File: src/hexdump_text_to_binary_top_assert.svh
// Assertion macros for the hex-dump parser top level.
// Used by hexdump_text_to_binary_top only; expects clk and rst_n in scope.
`ifndef HEXDUMP_TEXT_TO_BINARY_TOP_ASSERT_SVH
`define HEXDUMP_TEXT_TO_BINARY_TOP_ASSERT_SVH

// Same-cycle implication, disabled during reset
`define HDTB_ASSERT_NOW(lbl, ante, cons) \
    lbl: assert property (@(posedge clk) disable iff (!rst_n) (ante) |-> (cons)) \
        else $error("hdtb assertion failed");

// Next-cycle implication, disabled during reset
`define HDTB_ASSERT_NEXT(lbl, ante, cons) \
    lbl: assert property (@(posedge clk) disable iff (!rst_n) (ante) |=> (cons)) \
        else $error("hdtb assertion failed");

`endif

File: src/hdtb_pkg.sv
// Shared types, constants and the hex digit decoder for the hex-dump parser.
// No dependencies.
package hdtb_pkg;

    // Fixed field widths
    localparam int CHAR_W     = 8;
    localparam int DIGIT_W    = 5;
    localparam int COLS_W     = 9;
    localparam int BASE_W     = 32;
    localparam int OUT_ADDR_W = 32;
    localparam int DATA_W     = 8;
    localparam int OUT_TDATA_W = 48;
    localparam int CFG_IDX_W  = 2;
    localparam int CFG_DATA_W = 32;

    // Register indexes on the configuration port
    localparam logic [CFG_IDX_W-1:0] REG_COLUMNS     = 2'd0;
    localparam logic [CFG_IDX_W-1:0] REG_PLAIN_MODE  = 2'd1;
    localparam logic [CFG_IDX_W-1:0] REG_BASE_OFFSET = 2'd2;

    // Register reset values
    localparam logic [COLS_W-1:0] COLUMNS_RESET = 9'd16;

    // Characters of interest
    localparam logic [CHAR_W-1:0] CHAR_CR    = 8'h0D;
    localparam logic [CHAR_W-1:0] CHAR_NL    = 8'h0A;
    localparam logic [CHAR_W-1:0] CHAR_0     = 8'h30;
    localparam logic [CHAR_W-1:0] CHAR_9     = 8'h39;
    localparam logic [CHAR_W-1:0] CHAR_LA    = 8'h61;
    localparam logic [CHAR_W-1:0] CHAR_LF    = 8'h66;
    localparam logic [CHAR_W-1:0] CHAR_UA    = 8'h41;
    localparam logic [CHAR_W-1:0] CHAR_UF    = 8'h46;
    localparam logic [CHAR_W-1:0] ALPHA_BIAS = 8'd10;

    // Digit code for "not a hex digit"
    localparam logic [DIGIT_W-1:0] DIGIT_NONE = 5'd16;

    // Queue between front and back
    localparam int QUEUE_DEPTH = 2;
    localparam int QPTR_W      = 1;
    localparam int QCNT_W      = 2;

    // One classified character
    typedef struct packed {
        logic [DIGIT_W-1:0] digit;
        logic               is_cr;
        logic               is_nl;
    } item_t;

    // Queue status toward the front
    typedef struct packed {
        logic full;
        logic empty;
    } q_stat_t;

    // Configuration registers
    typedef struct packed {
        logic [COLS_W-1:0] columns;
        logic              plain_mode;
        logic [BASE_W-1:0] base_offset;
    } cfg_t;

    // One result beat
    typedef struct packed {
        logic                  error;
        logic [DATA_W-1:0]     write_data;
        logic [OUT_ADDR_W-1:0] write_address;
    } result_t;

    // ASCII hex digit to 0..15, or DIGIT_NONE
    function automatic logic [DIGIT_W-1:0] hex_value(input logic [CHAR_W-1:0] ch);
        logic [CHAR_W-1:0] v;
        v = CHAR_W'(0);
        if (ch >= CHAR_0 && ch <= CHAR_9)
        begin
            v = ch - CHAR_0;
            return DIGIT_W'(v);
        end
        if (ch >= CHAR_LA && ch <= CHAR_LF)
        begin
            v = ch - CHAR_LA + ALPHA_BIAS;
            return DIGIT_W'(v);
        end
        if (ch >= CHAR_UA && ch <= CHAR_UF)
        begin
            v = ch - CHAR_UA + ALPHA_BIAS;
            return DIGIT_W'(v);
        end
        return DIGIT_NONE;
    endfunction

endpackage

File: src/hdtb_front.sv
// Front end: accepts text beats, classifies each character and pushes it
// into the queue. Depends on hdtb_pkg.
module hdtb_front
(
    input  logic                          s_tvalid,
    output logic                          s_tready,
    input  logic [hdtb_pkg::CHAR_W-1:0]   s_tdata,   // [7:0] character
    input  hdtb_pkg::q_stat_t             q_stat,
    output logic                          push,
    output hdtb_pkg::item_t               push_item
);

    // Take a beat whenever the queue has room
    assign s_tready = !q_stat.full;
    assign push     = s_tvalid && !q_stat.full;

    // Classification
    always_comb
    begin
        push_item.digit = hdtb_pkg::hex_value(s_tdata);
        push_item.is_cr = (s_tdata == hdtb_pkg::CHAR_CR);
        push_item.is_nl = (s_tdata == hdtb_pkg::CHAR_NL);
    end

endmodule

File: src/hdtb_queue.sv
// Two-entry queue of classified characters between front and back.
// Depends on hdtb_pkg.
module hdtb_queue
(
    input  logic              clk,
    input  logic              rst_n,
    input  logic              push,
    input  hdtb_pkg::item_t   push_item,
    input  logic              pop,
    output logic              head_valid,
    output hdtb_pkg::item_t   head_item,
    output hdtb_pkg::q_stat_t q_stat
);

    hdtb_pkg::item_t                  entry_reg [hdtb_pkg::QUEUE_DEPTH];
    logic [hdtb_pkg::QPTR_W-1:0]      wr_ptr_reg;
    logic [hdtb_pkg::QPTR_W-1:0]      rd_ptr_reg;
    logic [hdtb_pkg::QCNT_W-1:0]      count_reg;
    logic [hdtb_pkg::QCNT_W-1:0]      count_next;
    logic                             do_push;
    logic                             do_pop;

    assign q_stat.full  = (count_reg == hdtb_pkg::QCNT_W'(hdtb_pkg::QUEUE_DEPTH));
    assign q_stat.empty = (count_reg == '0);
    assign head_valid   = !q_stat.empty;
    assign head_item    = entry_reg[rd_ptr_reg];

    assign do_push = push && !q_stat.full;
    assign do_pop  = pop && !q_stat.empty;

    // Occupancy
    always_comb
    begin
        count_next = count_reg;
        if (do_push && !do_pop)
        begin
            count_next = count_reg + 1'b1;
        end
        else if (do_pop && !do_push)
        begin
            count_next = count_reg - 1'b1;
        end
    end

    // Pointers and count
    always_ff @(posedge clk or negedge rst_n)
    begin
        if (!rst_n)
        begin
            wr_ptr_reg <= '0;
            rd_ptr_reg <= '0;
            count_reg  <= '0;
        end
        else
        begin
            if (do_push)
            begin
                wr_ptr_reg <= wr_ptr_reg + 1'b1;
            end
            if (do_pop)
            begin
                rd_ptr_reg <= rd_ptr_reg + 1'b1;
            end
            count_reg <= count_next;
        end
    end

    // Entry storage
    always_ff @(posedge clk)
    begin
        if (do_push)
        begin
            entry_reg[wr_ptr_reg] <= push_item;
        end
    end

endmodule

File: src/hdtb_back.sv
// Back end: line parser state, byte assembly, address check and the output
// register. Depends on hdtb_pkg.
module hdtb_back
#(
    parameter int MAX_COLUMNS   = 256,
    parameter int ADDRESS_WIDTH = 32
)
(
    input  logic                                 clk,
    input  logic                                 rst_n,
    input  hdtb_pkg::cfg_t                       cfg,
    input  logic                                 head_valid,
    input  hdtb_pkg::item_t                      head_item,
    output logic                                 pop,
    output logic                                 m_tvalid,
    input  logic                                 m_tready,
    output logic [hdtb_pkg::OUT_TDATA_W-1:0]     m_tdata
);

    localparam int CC_W  = $clog2(MAX_COLUMNS + 1);
    localparam int CMP_W = (CC_W > hdtb_pkg::COLS_W) ? CC_W : hdtb_pkg::COLS_W;
    localparam int NEG_W = (ADDRESS_WIDTH > hdtb_pkg::BASE_W) ? ADDRESS_WIDTH
                                                               : hdtb_pkg::BASE_W;
    localparam logic [CMP_W-1:0] MAX_CMP = CMP_W'(MAX_COLUMNS);
    localparam logic [CC_W-1:0]  CC_FULL = CC_W'(MAX_COLUMNS);
    localparam int PAD_W = hdtb_pkg::OUT_TDATA_W - $bits(hdtb_pkg::result_t);

    // Parser state
    logic [hdtb_pkg::DIGIT_W-1:0] last_digit_reg, last_digit_next;
    logic [hdtb_pkg::DIGIT_W-1:0] prev_digit_reg, prev_digit_next;
    logic [hdtb_pkg::DIGIT_W-1:0] old_digit_reg,  old_digit_next;
    logic                         skip_reg,       skip_next;
    logic [CC_W-1:0]              col_count_reg,  col_count_next;
    logic [ADDRESS_WIDTH-1:0]     line_offset_reg, line_offset_next;
    logic                         discard_reg,    discard_next;
    logic                         halted_reg,     halted_next;

    // Output stage
    logic                         out_valid_reg,  out_valid_next;
    hdtb_pkg::result_t            out_data_reg,   out_data_next;

    // Helpers
    logic [CMP_W-1:0]             cols_raw;
    logic [CMP_W-1:0]             eff_cols;
    logic                         line_full;
    logic [CC_W-1:0]              cc_work;
    logic [hdtb_pkg::BASE_W-1:0]  neg_mag;
    logic                         addr_negative;
    logic                         emit;
    hdtb_pkg::result_t            emit_data;

    assign pop      = head_valid && (!out_valid_reg || m_tready);
    assign m_tvalid = out_valid_reg;
    assign m_tdata  = {{PAD_W{1'b0}}, out_data_reg};

    // Column limit, clamped to 1..MAX_COLUMNS
    always_comb
    begin
        cols_raw = CMP_W'(cfg.columns);
        if (cols_raw == '0)
        begin
            eff_cols = CMP_W'(1);
        end
        else if (cols_raw > MAX_CMP)
        begin
            eff_cols = MAX_CMP;
        end
        else
        begin
            eff_cols = cols_raw;
        end
    end

    assign line_full = (CMP_W'(col_count_reg) >= eff_cols);

    // Target below zero: base negative and its magnitude exceeds the offset
    assign neg_mag       = ~cfg.base_offset + 1'b1;
    assign addr_negative = cfg.base_offset[hdtb_pkg::BASE_W-1]
                           && (NEG_W'(line_offset_reg) < NEG_W'(neg_mag));

    // Per-character step
    always_comb
    begin
        last_digit_next  = last_digit_reg;
        prev_digit_next  = prev_digit_reg;
        old_digit_next   = old_digit_reg;
        skip_next        = skip_reg;
        col_count_next   = col_count_reg;
        line_offset_next = line_offset_reg;
        discard_next     = discard_reg;
        halted_next      = halted_reg;
        cc_work          = col_count_reg;
        emit             = 1'b0;
        emit_data        = '0;

        if (pop && !halted_reg)
        begin
            if (discard_reg)
            begin
                if (head_item.is_nl)
                begin
                    discard_next = 1'b0;
                end
            end
            else if (!head_item.is_cr)
            begin
                old_digit_next  = prev_digit_reg;
                prev_digit_next = last_digit_reg;
                last_digit_next = head_item.digit;
                if (!(head_item.digit[4] && skip_reg))
                begin
                    skip_next = 1'b0;
                    if (line_full && !cfg.plain_mode)
                    begin
                        // Offset field
                        if (head_item.digit[4])
                        begin
                            col_count_next = '0;
                        end
                        else
                        begin
                            line_offset_next = {line_offset_reg[ADDRESS_WIDTH-5:0],
                                                head_item.digit[3:0]};
                        end
                    end
                    else
                    begin
                        if (line_full)
                        begin
                            cc_work        = '0;
                            col_count_next = '0;
                        end
                        if (addr_negative)
                        begin
                            halted_next     = 1'b1;
                            emit            = 1'b1;
                            emit_data.error = 1'b1;
                        end
                        else if (!last_digit_reg[4] && !head_item.digit[4])
                        begin
                            // Two digits in a row: one byte
                            emit                    = 1'b1;
                            emit_data.write_address =
                                hdtb_pkg::OUT_ADDR_W'(line_offset_reg) + cfg.base_offset;
                            emit_data.write_data    = {last_digit_reg[3:0],
                                                       head_item.digit[3:0]};
                            line_offset_next        = line_offset_reg + 1'b1;
                            last_digit_next         = hdtb_pkg::DIGIT_NONE;
                            col_count_next          = cc_work + 1'b1;
                            if (CMP_W'(cc_work + 1'b1) >= eff_cols)
                            begin
                                if (!cfg.plain_mode)
                                begin
                                    line_offset_next = '0;
                                end
                                discard_next = 1'b1;
                                skip_next    = 1'b1;
                            end
                        end
                        else if (head_item.digit[4] && last_digit_reg[4]
                                 && prev_digit_reg[4])
                        begin
                            // Three non-hex characters: end of line
                            if (!cfg.plain_mode)
                            begin
                                line_offset_next = '0;
                            end
                            discard_next = 1'b1;
                            skip_next    = 1'b1;
                        end
                    end
                end
            end
        end
    end

    // Output register
    always_comb
    begin
        out_valid_next = out_valid_reg;
        out_data_next  = out_data_reg;
        if (m_tready)
        begin
            out_valid_next = 1'b0;
        end
        if (emit)
        begin
            out_valid_next = 1'b1;
            out_data_next  = emit_data;
        end
    end

    // Control state
    always_ff @(posedge clk or negedge rst_n)
    begin
        if (!rst_n)
        begin
            last_digit_reg  <= hdtb_pkg::DIGIT_NONE;
            prev_digit_reg  <= '0;
            old_digit_reg   <= hdtb_pkg::DIGIT_NONE;
            skip_reg        <= 1'b1;
            col_count_reg   <= CC_FULL;
            line_offset_reg <= '0;
            discard_reg     <= 1'b0;
            halted_reg      <= 1'b0;
            out_valid_reg   <= 1'b0;
        end
        else
        begin
            last_digit_reg  <= last_digit_next;
            prev_digit_reg  <= prev_digit_next;
            old_digit_reg   <= old_digit_next;
            skip_reg        <= skip_next;
            col_count_reg   <= col_count_next;
            line_offset_reg <= line_offset_next;
            discard_reg     <= discard_next;
            halted_reg      <= halted_next;
            out_valid_reg   <= out_valid_next;
        end
    end

    // Output payload
    always_ff @(posedge clk)
    begin
        out_data_reg <= out_data_next;
    end

endmodule

File: src/hexdump_text_to_binary_top.sv
// Top level of the hex-dump text to binary parser: configuration registers,
// front end, queue and back end. Depends on hdtb_pkg, hdtb_front,
// hdtb_queue, hdtb_back and hexdump_text_to_binary_top_assert.svh.
//
//   Channel | Ports                      | Beat contents (low bit up)
//   --------+----------------------------+-----------------------------------
//   text in | s_tvalid s_tready s_tdata  | character[7:0]
//   bytes   | m_tvalid m_tready m_tdata  | write_address[31:0] write_data[39:32]
//           |                            | error[40], zero pad [47:41]
//   config  | cfg_we cfg_index cfg_data  | columns / plain_mode / base_offset
//
// One character per cycle sustained while the byte side keeps up; the character
// that completes a byte is registered in the queue, then the back end fills the
// output register from it. The back end's parse step with its 32-bit add and
// compare sets the rate. While a byte beat waits unaccepted the back end holds;
// the two-entry queue then fills and s_tready drops only while it is full.
// Reset is asynchronous and needs no clearing pass.
module hexdump_text_to_binary_top
#(
    parameter int MAX_COLUMNS   = 256,
    parameter int ADDRESS_WIDTH = 32
)
(
    input  logic                                  clk,
    input  logic                                  rst_n,
    input  logic                                  s_tvalid,
    output logic                                  s_tready,
    input  logic [hdtb_pkg::CHAR_W-1:0]           s_tdata,   // [7:0] character
    output logic                                  m_tvalid,
    input  logic                                  m_tready,
    // [31:0] write_address, [39:32] write_data, [40] error, [47:41] zero
    output logic [hdtb_pkg::OUT_TDATA_W-1:0]      m_tdata,
    input  logic                                  cfg_we,
    input  logic [hdtb_pkg::CFG_IDX_W-1:0]        cfg_index,
    input  logic [hdtb_pkg::CFG_DATA_W-1:0]       cfg_data
);

    hdtb_pkg::cfg_t    cfg_reg;
    hdtb_pkg::q_stat_t q_stat;
    hdtb_pkg::item_t   push_item;
    hdtb_pkg::item_t   head_item;
    logic              push;
    logic              pop;
    logic              head_valid;

    // Configuration registers
    always_ff @(posedge clk or negedge rst_n)
    begin
        if (!rst_n)
        begin
            cfg_reg.columns     <= hdtb_pkg::COLUMNS_RESET;
            cfg_reg.plain_mode  <= 1'b0;
            cfg_reg.base_offset <= '0;
        end
        else if (cfg_we)
        begin
            case (cfg_index)
                hdtb_pkg::REG_COLUMNS:
                begin
                    cfg_reg.columns <= cfg_data[hdtb_pkg::COLS_W-1:0];
                end
                hdtb_pkg::REG_PLAIN_MODE:
                begin
                    cfg_reg.plain_mode <= cfg_data[0];
                end
                hdtb_pkg::REG_BASE_OFFSET:
                begin
                    cfg_reg.base_offset <= cfg_data[hdtb_pkg::BASE_W-1:0];
                end
                default:
                begin
                    cfg_reg <= cfg_reg;
                end
            endcase
        end
    end

    hdtb_front u_front
    (
        .s_tvalid  (s_tvalid),
        .s_tready  (s_tready),
        .s_tdata   (s_tdata),
        .q_stat    (q_stat),
        .push      (push),
        .push_item (push_item)
    );

    hdtb_queue u_queue
    (
        .clk        (clk),
        .rst_n      (rst_n),
        .push       (push),
        .push_item  (push_item),
        .pop        (pop),
        .head_valid (head_valid),
        .head_item  (head_item),
        .q_stat     (q_stat)
    );

    hdtb_back
    #(
        .MAX_COLUMNS   (MAX_COLUMNS),
        .ADDRESS_WIDTH (ADDRESS_WIDTH)
    )
    u_back
    (
        .clk        (clk),
        .rst_n      (rst_n),
        .cfg        (cfg_reg),
        .head_valid (head_valid),
        .head_item  (head_item),
        .pop        (pop),
        .m_tvalid   (m_tvalid),
        .m_tready   (m_tready),
        .m_tdata    (m_tdata)
    );

    // Checks
`include "hexdump_text_to_binary_top_assert.svh"

    // An error beat carries zero address and data
    `HDTB_ASSERT_NOW(a_err_beat_zero, m_tvalid && m_tdata[40], m_tdata[39:0] == 40'd0)
    // Nothing follows an error beat once it is taken
    `HDTB_ASSERT_NEXT(a_halt_after_err, m_tvalid && m_tready && m_tdata[40], !m_tvalid)
    // Queue status is consistent
    `HDTB_ASSERT_NOW(a_queue_sane, 1'b1, !(q_stat.full && q_stat.empty))

endmodule

File: config.mk
export PLATFORM = sky130hd
export DESIGN_NAME = hexdump_text_to_binary_top
export DESIGN_NICKNAME = d
export VERILOG_FILES = /design/src/hdtb_pkg.sv /design/src/hdtb_front.sv /design/src/hdtb_queue.sv /design/src/hdtb_back.sv /design/src/hexdump_text_to_binary_top.sv
export VERILOG_INCLUDE_DIRS = /design/src /design/src/src
export SDC_FILE = /design/constraint.sdc
export NUM_CORES = 1
export LEC_CHECK = 0
export BUFFER_PORTS_ARGS = -buffer_cell sky130_fd_sc_hd__buf_2
export CORE_MARGIN = 3
export CORE_UTILIZATION = 45
export CTS_CLUSTER_SIZE = 20
export DETAILED_ROUTE_END_ITERATION = 16
export GPL_TIMING_DRIVEN = 0
export SETUP_SLACK_MARGIN = 0.2
export SLEW_MARGIN = 20
export SYNTH_ARGS = -nofsm -noshare
export SYNTH_HDL_FRONTEND = slang
export SYNTH_SLANG_ARGS = --single-unit
File: constraint.sdc
create_clock -name clk -period 10.4 [get_ports clk]
set_input_delay 2.08 -clock clk [delete_from_list [all_inputs] [get_ports clk]]
set_output_delay 2.08 -clock clk [all_outputs]
set_load 0.005 [all_outputs]
==> results of run 1 <==
-- power by group --
part / switching [mW] / internal (mW)
Combinational: 0.359 / 0.242
Clock: 0.286 / 0.340
Sequential: 0.0982 / 0.724
-- final timing paths --
kind | slack [ns] | depth (start not counted) | to | startpoint
max | 3.55 | 20 | u_back.m_tdata[34]$_SDFFCE_PP0P_ | cfg_reg[5]$_DFFE_PN0P_
min | 0.48 | 2 | u_back.last_digit_reg[1]$_DFFE_PN0P_ | u_back.last_digit_reg[1]$_DFFE_PN0P_
max reg2reg | 3.55 | 20 | u_back.m_tdata[34]$_SDFFCE_PP0P_ | cfg_reg[5]$_DFFE_PN0P_
min reg2reg | 0.48 | 2 | u_back.last_digit_reg[1]$_DFFE_PN0P_ | u_back.last_digit_reg[1]$_DFFE_PN0P_
max in group asynchronous | 8.18 | 2 | cfg_reg[37]$_DFFE_PN1P_ | rst_n
min in group asynchronous | 1.53 | 1 | cfg_reg[26]$_DFFE_PN0P_ | rst_n
-- cell families after synthesis --
family | share of synthesized area, %
and+or+nand+nor | 19.18
AOI/OAI and AO/OA | 16.00
DFF | 39.85
adders and majority gates | 11.06
xor gates and xnor gates | 5.812
buffers and inverters | 2.637
muxes | 5.421
other | 0.03659
-- area by class of cell --
class                      instances  area share (%)
inverter                          24          0.7698
timing repair buffer              90           4.223
tap                              280           2.994
sequential                       152           34.90
multi-input combinational        878           50.61
clock buffer                      17           3.635
clock inverter                    15           1.326
buffer                            41           1.540
-- critical path, stage by stage, from the launching register on --
cell	delay, ns
dfrtp_1	0.44
or4_4	0.56
or3_1	0.33
or2_2	0.31
or3_1	0.35
or3_1	0.43
or4_1	0.51
nor4_2	0.50
nand2_1	0.14
xnor2_1	0.16
ha_1	0.29
nand2_1	0.07
nor2_1	0.04
a211oi_1	0.21
o2111ai_1	0.16
a21oi_1	0.21
nand2_1	0.17
nand2_1	0.27
clkbuf_1	0.70
buf_1	0.61
nor2_1	0.10
-- cells in the mapped netlist, types with 8 or more instances --
cell type  instances  area share [%]
o21ai_0          116             5.7
nor2_1           108             4.0
dfrtp_1           93              23
a21oi_1           92             4.5
ha_1              89              11
nand2_1           72             2.6
edfxtp_1          55              16
mux2_2            44             4.8
xor2_1            37             3.2
nand3_1           33             1.6
clkbuf_1          31             1.1
xnor2_1           31             2.6
nor3_1            30             1.5
and3_1            28             1.7
inv_1             23            0.84
a21o_1            19             1.4
nand2b_1          14            0.85
nor3b_1           14             1.0
a31oi_1           10            0.61
nor4_1            10            0.61
and2_1             9            0.55
and4_1             8            0.68
nand4_1            8            0.49
or3_1              8            0.49
-- metrics by stage --
stage                     util [%]  area (µm²)
after global placement       50.06       11060
after floorplan                  -       10270
after detailed placement     50.34       11120
final                        52.97       11700
after CTS                    52.97       11700
after global routing         52.97       11700
-- per-layer routing --
layer  GRT usage [%]  vias to the layer above
met5               0                        -
met4           6.544                        0
met3           3.629                       36
met2           34.89                      250
met1           31.76                     4120
li1                -                     4228
==> qor.txt, run 1 <==
Area Overhead vs Synth = 14.20%
GRT Total Usage = 22.23%
Worst-path clk slew = 0.07 ns
Pre-antenna DRT Iters = 5
number of buffers created by CTS = 17
met2 routed WL = 12330 µm
Syn. warnings = 0
clk_lat worst skew = 0.44 ns
ratio of cells with drive above 1 in the final layout = 15.78%
Synth cell types = 68
worst vdd ir = 83.07 µV
Post-synth EDFFs = 55
Hold Slack = 0.4772 ns
max-cap violations = 0
area of the multi-input gates = 5923 µm²
Leak = 5.126 nW
P per Cell Area = 175.1 nW/µm²
unrepaired setup endpoints after global routing = false
IO Count = 97
post-CTS setup repair buffer count = 0
number of global-route vias before repair = 8172
Die H = 156.9 µm
post-route ant nets = 0
final cell count without fillers = 1497
Hold/Removal Path Class = flip-flop to flip-flop
Setup Viol. Count Final = 0
Worst setup SP type = flip-flop
row count = 54
type of the worst setup path = flip-flop to flip-flop
Root Driver = clkbuf_16
sequential fraction of the synthesis area = 39.85%
fillers = 2039
post-cts sizing count = 0
max_slew headroom = 41.73%
TritonCTS clock tree = done
final setup margin = 3.555 ns
RD Place Congestion = 0.8759
initial antenna violation count = 0
Power Total = 2.049 mW
Initial Util = 46.38%
drt drc = 0
M1 WL = 12860 µm
period utilisation layout = 65.82%
first-pass GRT wire length = 43220 µm
Reg area = 4084 µm²
Gate Count Post-Synth = 1089
vias per cell = 5.768
setup total negative slack = 0 ns
Post-Syn Area = 10250 µm²
antenna diode count = 0
Clock Path Buffers = 2
Place WS = 3.659 ns
critical path arrival = 7.00 ns
fin crit period = 6.845 ns
Nets = 1341
max-slew violation count = 0
CP required = 10.56 ns
outcome = finished clean
DP HPWL = 20400 µm
Cell Count Post-Placement = 1465
buffers added on ports = 88
Top Layer Used = met4
die area = 24620 µm²
initial DRC count = 664
Seq cells post-synth = 152
Post-synth ARST share = 63.82%
die width = 156.9 µm
WL per Instance = 18.07 µm
Core ar. = 22090 µm²
GRT overflow = 0
endpoint class of the critical path = flip-flop
Vias = 8634
Synth Flop Type = dfrtp_1
max reg flops = 42
pin count of the biggest net entering global routing = 68
Avg Cell Area, Syn = 9.410 µm²
Max Fclk = 146.1 MHz
Final Hold Fails = 0
clk_skew = 0.01188 ns
most frequent cells in the layout = o21ai_0, nor2_1, dfrtp_1, a21oi_1, ha_1
overall routed net length = 27050 µm
htree depth = 4
Worst-Margin Slew = 0.8740 ns
commonest non-fill, non-tap cell in the layout = o21ai_0
CTS Hold Bufs = 0
CP Max Fanout = 10
clock tree sinks = 152
WL met3 = 1327 µm
Power figures use the tool's default switching activity.
==> run 2: changes to the inputs <==
--- a/config.mk
+++ b/config.mk
@@ -6,12 +6,14 @@
 export SDC_FILE = /design/constraint.sdc
 export NUM_CORES = 1
 export LEC_CHECK = 0
+export ABC_AREA = 1
 export BUFFER_PORTS_ARGS = -buffer_cell sky130_fd_sc_hd__buf_2
 export CORE_MARGIN = 3
 export CORE_UTILIZATION = 45
 export CTS_CLUSTER_SIZE = 20
 export DETAILED_ROUTE_END_ITERATION = 16
 export GPL_TIMING_DRIVEN = 0
+export PLACE_DENSITY = 0.65
 export SETUP_SLACK_MARGIN = 0.2
 export SLEW_MARGIN = 20
 export SYNTH_ARGS = -nofsm -noshare
==> constraint.sdc (replaced) <==
create_clock -name clk -period 5.64 [get_ports clk]
set_input_delay 1.128 -clock clk [delete_from_list [all_inputs] [get_ports clk]]
set_output_delay 1.128 -clock clk [all_outputs]
set_load 0.005 [all_outputs]
==> run 2 against run 1 <==
Compared with the run above:
- register-to-register slack got worse by 2.9 ns
- flip-flop and latch count unchanged
- synthesized cell count increased by 46%
- first-iteration DRC count increased by 7.7%
- cell count increased by 37%
- via count increased by 25%
- cell area increased by 13%
- sequential power increased by 82%
==> qor.txt, run 2 <==
count leader, synth = nand2_1
Max Fclk = 201.2 MHz
clk_lat worst skew = 0.44 ns
Synth cell types = 59
GRT Total Usage = 24.33%
Root Driver = clkbuf_16
CTS Hold Bufs = 0
Final Hold Fails = 0
cell mode on critical path = nand2_1
Reg area = 4084 µm²
Leak = 6.462 nW
Worst path top cell family by delay = simple AND/OR/NAND/NOR gates
Post-synth ARST share = 63.82%
Gate Count Post-Synth = 1594
vias per cell = 5.261
worst vdd ir = 225.6 µV
Post-synth EDFFs = 55
most frequent cells in the layout = nand2_1, nor2_1, inv_1, buf_2, dfrtp_1
Post-Synth Simple-Gate Area = 30.72%
GRT overflow = 0
Clock Path Buffers = 2
Final Util = 52.05%
antenna diode count = 0
number of buffers created by CTS = 17
Hold Slack = 0.4772 ns
die width = 166.8 µm
Vias = 10820
Final Cell Area = 13180 µm²
pin count of the biggest net entering global routing = 55
RD Place Congestion = 0.9059
clk_skew = 0.01666 ns
ratio of cells with drive above 1 in the final layout = 12.34%
crit-path max cell delay = 0.44 ns
post-route ant nets = 0
unrepaired setup endpoints after global routing = false
number of global-route vias before repair = 10490
area leader, netlist = dfrtp_1
fin crit period = 4.971 ns
first-pass GRT wire length = 54180 µm
initial antenna violation count = 0
max-cap violations = 0
Initial Util = 45.94%
Syn. warnings = 0
overall routed net length = 33770 µm
TritonCTS clock tree = done
row count = 58
Setup Viol. Count Final = 0
CP Max Fanout = 10
Compound-Gate Fraction of Synth Area = 10.69%
synth cell count leaders = nand2_1, nor2_1, inv_1
Worst-Margin Slew = 0.7977 ns
power share of the clock group = 28.9%
setup total negative slack = 0 ns
DP HPWL = 26630 µm
max-slew violation count = 0
dpl cell area = 12570 µm²
Die H = 166.8 µm
Post-Synth Adder-Cell Area = 9.743%
Comb pwr share = 34.3%
Area Overhead vs Synth = 13.29%
WL per Instance = 16.43 µm
type of the worst setup path = flip-flop to flip-flop
critical path arrival = 5.30 ns
crit path max-delay cell type = dfrtp_1
Synth Area in XOR/XNOR = 5.194%
area of the multi-input gates = 6684 µm²
sequential fraction of the synthesis area = 35.10%
IO Count = 97
die area = 27820 µm²
max reg flops = 42
main combinational cell family by area after synthesis = simple AND/OR/NAND/NOR gates
P per Cell Area = 309.3 nW/µm²
dominant cells by area after synthesis = dfrtp_1, nand2_1, edfxtp_1
Worst setup SP type = flip-flop
drt drc = 0
Pre-antenna DRT Iters = 5
clock tree sinks = 152
switching share of total power = 40.06%
Hold/Removal Path Class = flip-flop to flip-flop
top cell type's share of synthesized area = 20.00%
fillers = 2496
Synth Flop Type = dfrtp_1
buffers added on ports = 89
Post-Syn Area = 11630 µm²
outcome = finished clean
commonest non-fill, non-tap cell in the layout = nand2_1
Seq cells post-synth = 152
Nets = 1850
Worst-path clk slew = 0.08 ns
Core ar. = 25330 µm²
initial DRC count = 715
net switching power = 1.633 mW
Buf/Inv on CP = 4
htree depth = 4
endpoint class of the critical path = flip-flop
period utilisation layout = 88.14%
max_slew headroom = 46.26%
CP required = 5.96 ns
mux share of post-synthesis cell area = 0.7850%
Avg Cell Area, Syn = 7.299 µm²
Flop pwr share = 36.9%
Pint = 2.444 mW
-- run 2: path summary, 6_finish.rpt --
check                                            startpoint                                    end  slack, ns  cells after the start
worst max-delay path                cfg_reg[38]$_DFFE_PN0P_  u_back.line_offset_reg[9]$_DFFE_PN0P_       0.67                     29
worst min-delay path            u_back.skip_reg$_DFFE_PN1P_            u_back.skip_reg$_DFFE_PN1P_       0.48                      2
worst max register to register      cfg_reg[38]$_DFFE_PN0P_  u_back.line_offset_reg[9]$_DFFE_PN0P_       0.67                     29
worst min register to register  u_back.skip_reg$_DFFE_PN1P_            u_back.skip_reg$_DFFE_PN1P_       0.48                      2
max in group asynchronous                             rst_n                cfg_reg[37]$_DFFE_PN1P_       4.32                      2
min in group asynchronous                             rst_n       u_queue.count_reg[0]$_DFFE_PN0P_       0.60                      1
-- run 2: final cells by class --
cell class,count,share of cell area [%]
clock inverters,14,1.139
inverters,189,5.382
well taps,330,3.132
plain buffers,31,1.443
flip-flops and latches,152,30.98
clock buffers,18,3.256
multi-input cells,1228,50.71
repair buffers,94,3.958
-- run 2: power by group through the flow --
stage	Sequential, mW	Combinational, mW	Clock [mW]
2_1_floorplan	1.47	0.971	0
3_3_place_gp	1.52	1.32	0
3_5_place_dp	1.52	1.35	0
4_1_cts	1.50	1.37	1.18
5_1_grt	1.52	1.57	1.23
6_report	1.50	1.40	1.18
-- run 2: timing repair --
action / CTS / global route
pin swaps: 0 / 1
gates cloned: 0 / 0
setup buffers: 0 / 3
endpoints found under the setup margin: 10 / 17
gates resized for setup: 2 / 1
-- run 2: per-layer routing --
layer	vias up	share of wire (%)	global-route usage, %
met3	64	5.1	3.560
met2	326	49	41.73
li1	5441	-	-
met5	-	0	0
met1	4985	44	32.07
met4	0	2.7	7.138
-- run 2: cells by family (layout without fill, tap and decap cells) --
logic type      Yosys count  after routing
fa+ha+maj                90             90
buf+inv                 220            346
compound gates          226            226
flops                   152            152
simple gates            828            828
other cells               1              7
xor+xnor                 69             69
mux                       8              8
-- run 2: worst register-to-register path: cells and delay by family, from the launching register on --
kind	cells	cell delay [ns]
DFF	1	0.44
adders and majority gates	3	0.84
AOI/OAI and AO/OA	2	0.43
buffers and inverters	4	0.52
and+or+nand+nor	20	2.62
-- run 2: metrics by stage --
step / power, mW / std cells / setup WS (ns)
2_1_floorplan: 2.439 / 1600 / 1.452
3_3_place_gp: 2.835 / 2019 / -0.1036
5_1_grt: 4.326 / 2056 / 0.2857
3_5_place_dp: 2.871 / 2021 / 0.1114
6_report: 4.077 / 2056 / 0.6687
4_1_cts: 4.048 / 2053 / 0.3373
==> run 3: changes to the inputs <==
--- a/config.mk
+++ b/config.mk
@@ -8,7 +8,6 @@
 export LEC_CHECK = 0
 export ABC_AREA = 1
 export BUFFER_PORTS_ARGS = -buffer_cell sky130_fd_sc_hd__buf_2
-export CORE_MARGIN = 3
 export CORE_UTILIZATION = 45
 export CTS_CLUSTER_SIZE = 20
 export DETAILED_ROUTE_END_ITERATION = 16
==> run 3 against run 2 <==
Compared with the run above:
- cell area down 0.35%
- clock skew down 0.0018 ns
- sequential share of layout area up 0.11 points
==> qor.txt, run 3 (synthesis results as in run 2) <==
outcome = finished clean
unrepaired setup endpoints after global routing = false
Worst-path clk slew = 0.07 ns
first-pass GRT wire length = 53940 µm
hold depth = 2
Root Driver = clkbuf_16
DP HPWL = 26520 µm
max reg flops = 42
Setup Viol. Count Final = 0
Final Cell Area = 13140 µm²
number of buffers created by CTS = 17
buffers added on ports = 89
GRT overflow = 0
Crit. Startpoint = cfg_reg[38]$_DFFE_PN0P_
max-slew violation count = 0
IO Count = 97
area of the multi-input gates = 6689 µm²
WL per Instance = 16.35 µm
number of global-route vias before repair = 10480
min-delay src = u_back.skip_reg$_DFFE_PN1P_
worst vdd ir = 225.2 µV
Area Overhead vs Synth = 12.89%
P per Cell Area = 306.2 nW/µm²
Die H = 162.8 µm
GRT Total Usage = 26.52%
Hold/Removal Path Class = flip-flop to flip-flop
clock tree sinks = 152
ratio of cells with drive above 1 in the final layout = 12.24%
pin count of the biggest net entering global routing = 53
Reg area = 4084 µm²
reg2reg setup slack = 0.75 ns
Clock Path Buffers = 2
Power Total = 4.022 mW
fillers = 2528
Place WS = 0.2019 ns
CP required = 5.96 ns
clk_lat worst skew = 0.44 ns
overall routed net length = 33580 µm
final setup margin = 0.7459 ns
vias per cell = 5.289
Reg2Reg Depth = 30
most frequent cells in the layout = nand2_1, nor2_1, inv_1, buf_2, dfrtp_1
endpoint class of the critical path = flip-flop
TritonCTS clock tree = done
Core ar. = 25250 µm²
CP Max Fanout = 10
max_slew headroom = 39.94%
Max Fclk = 204.3 MHz
RD Place Congestion = 0.9323
Pre-antenna DRT Iters = 5
Initial Util = 46.07%
die area = 26500 µm²
initial DRC count = 691
r2r startpoint = cfg_reg[38]$_DFFE_PN0P_
Hold Slack = 0.4674 ns
max-cap violations = 0
commonest non-fill, non-tap cell in the layout = nand2_1
Vias = 10860
type of the worst setup path = flip-flop to flip-flop
Nets = 1848
drt drc = 0
clk_skew = 0.01486 ns
initial antenna violation count = 1
Worst setup SP type = flip-flop
Leak = 6.432 nW
Worst-Margin Slew = 0.8915 ns
CTS Hold Bufs = 0
Final Hold Fails = 0
fin crit period = 4.894 ns
critical path arrival = 5.21 ns
die width = 162.8 µm
row count = 58
antenna diode count = 0
setup total negative slack = 0 ns
cell mode on critical path = nand2_1
post-route ant nets = 0
htree depth = 4
crit-path max cell delay = 0.44 ns
period utilisation layout = 86.78%
dpl cell area = 12560 µm²
crit path max-delay cell type = dfrtp_1
-- run 3: routing by layer --
metal | vias to the layer above | part of all wire, % | GRT usage [%]
met4 | 0 | 3.1 | 10.54
met3 | 64 | 4.5 | 3.285
met2 | 288 | 48 | 45.51
met5 | - | 0 | 0
li1 | 5440 | - | -
met1 | 5071 | 44 | 33.73
-- run 3: final timing paths --
check | endpoint
max in group asynchronous | cfg_reg[12]$_DFFE_PN0P_
min | u_back.skip_reg$_DFFE_PN1P_
max | u_back.line_offset_reg[3]$_DFFE_PN0P_
max reg2reg | u_back.line_offset_reg[3]$_DFFE_PN0P_
min reg2reg | u_back.skip_reg$_DFFE_PN1P_
min in group asynchronous | u_queue.wr_ptr_reg$_DFFE_PN0P_
-- run 3: stage by stage --
step,utilization [%],cells
finish,52.01,2054
global route,52.01,2054
CTS,51.93,2052
detailed placement,49.72,2020
global placement,49.56,2019
floorplan,-,1600
-- run 3: area by class of cell --
cell class	count	share of cell area [%]
plain buffers	31	1.448
clock buffers	18	3.267
clock inverters	14	0.9621
inverters	189	5.401
multi-input cells	1228	50.92
flip-flops and latches	152	31.09
well taps	330	3.143
repair buffers	92	3.763
-- run 3: where the power goes --
part | internal (mW) | switching (mW) | leakage (nW) | total (mW)
Sequential | 1.33 | 0.168 | 1.73 | 1.50
Combinational | 0.474 | 0.914 | 4.44 | 1.39
Clock | 0.582 | 0.552 | 0.265 | 1.13
Total | 2.39 | 1.63 | 6.43 | 4.02
-- run 3: repair_timing --
item	4_1_cts	5_1_grt
resized for setup	1	2
cloned	0	0
pin swaps	0	1
setup endpoints to repair	6	25
setup buffers	0	2
-- run 3: critical path, delay by kind of cell, from the launching register on --
family          cells  cell delay, ns
flops               1            0.44
compound gates      1            0.10
fa+ha+maj           3            0.83
buf+inv             2            0.42
simple gates       24            2.99
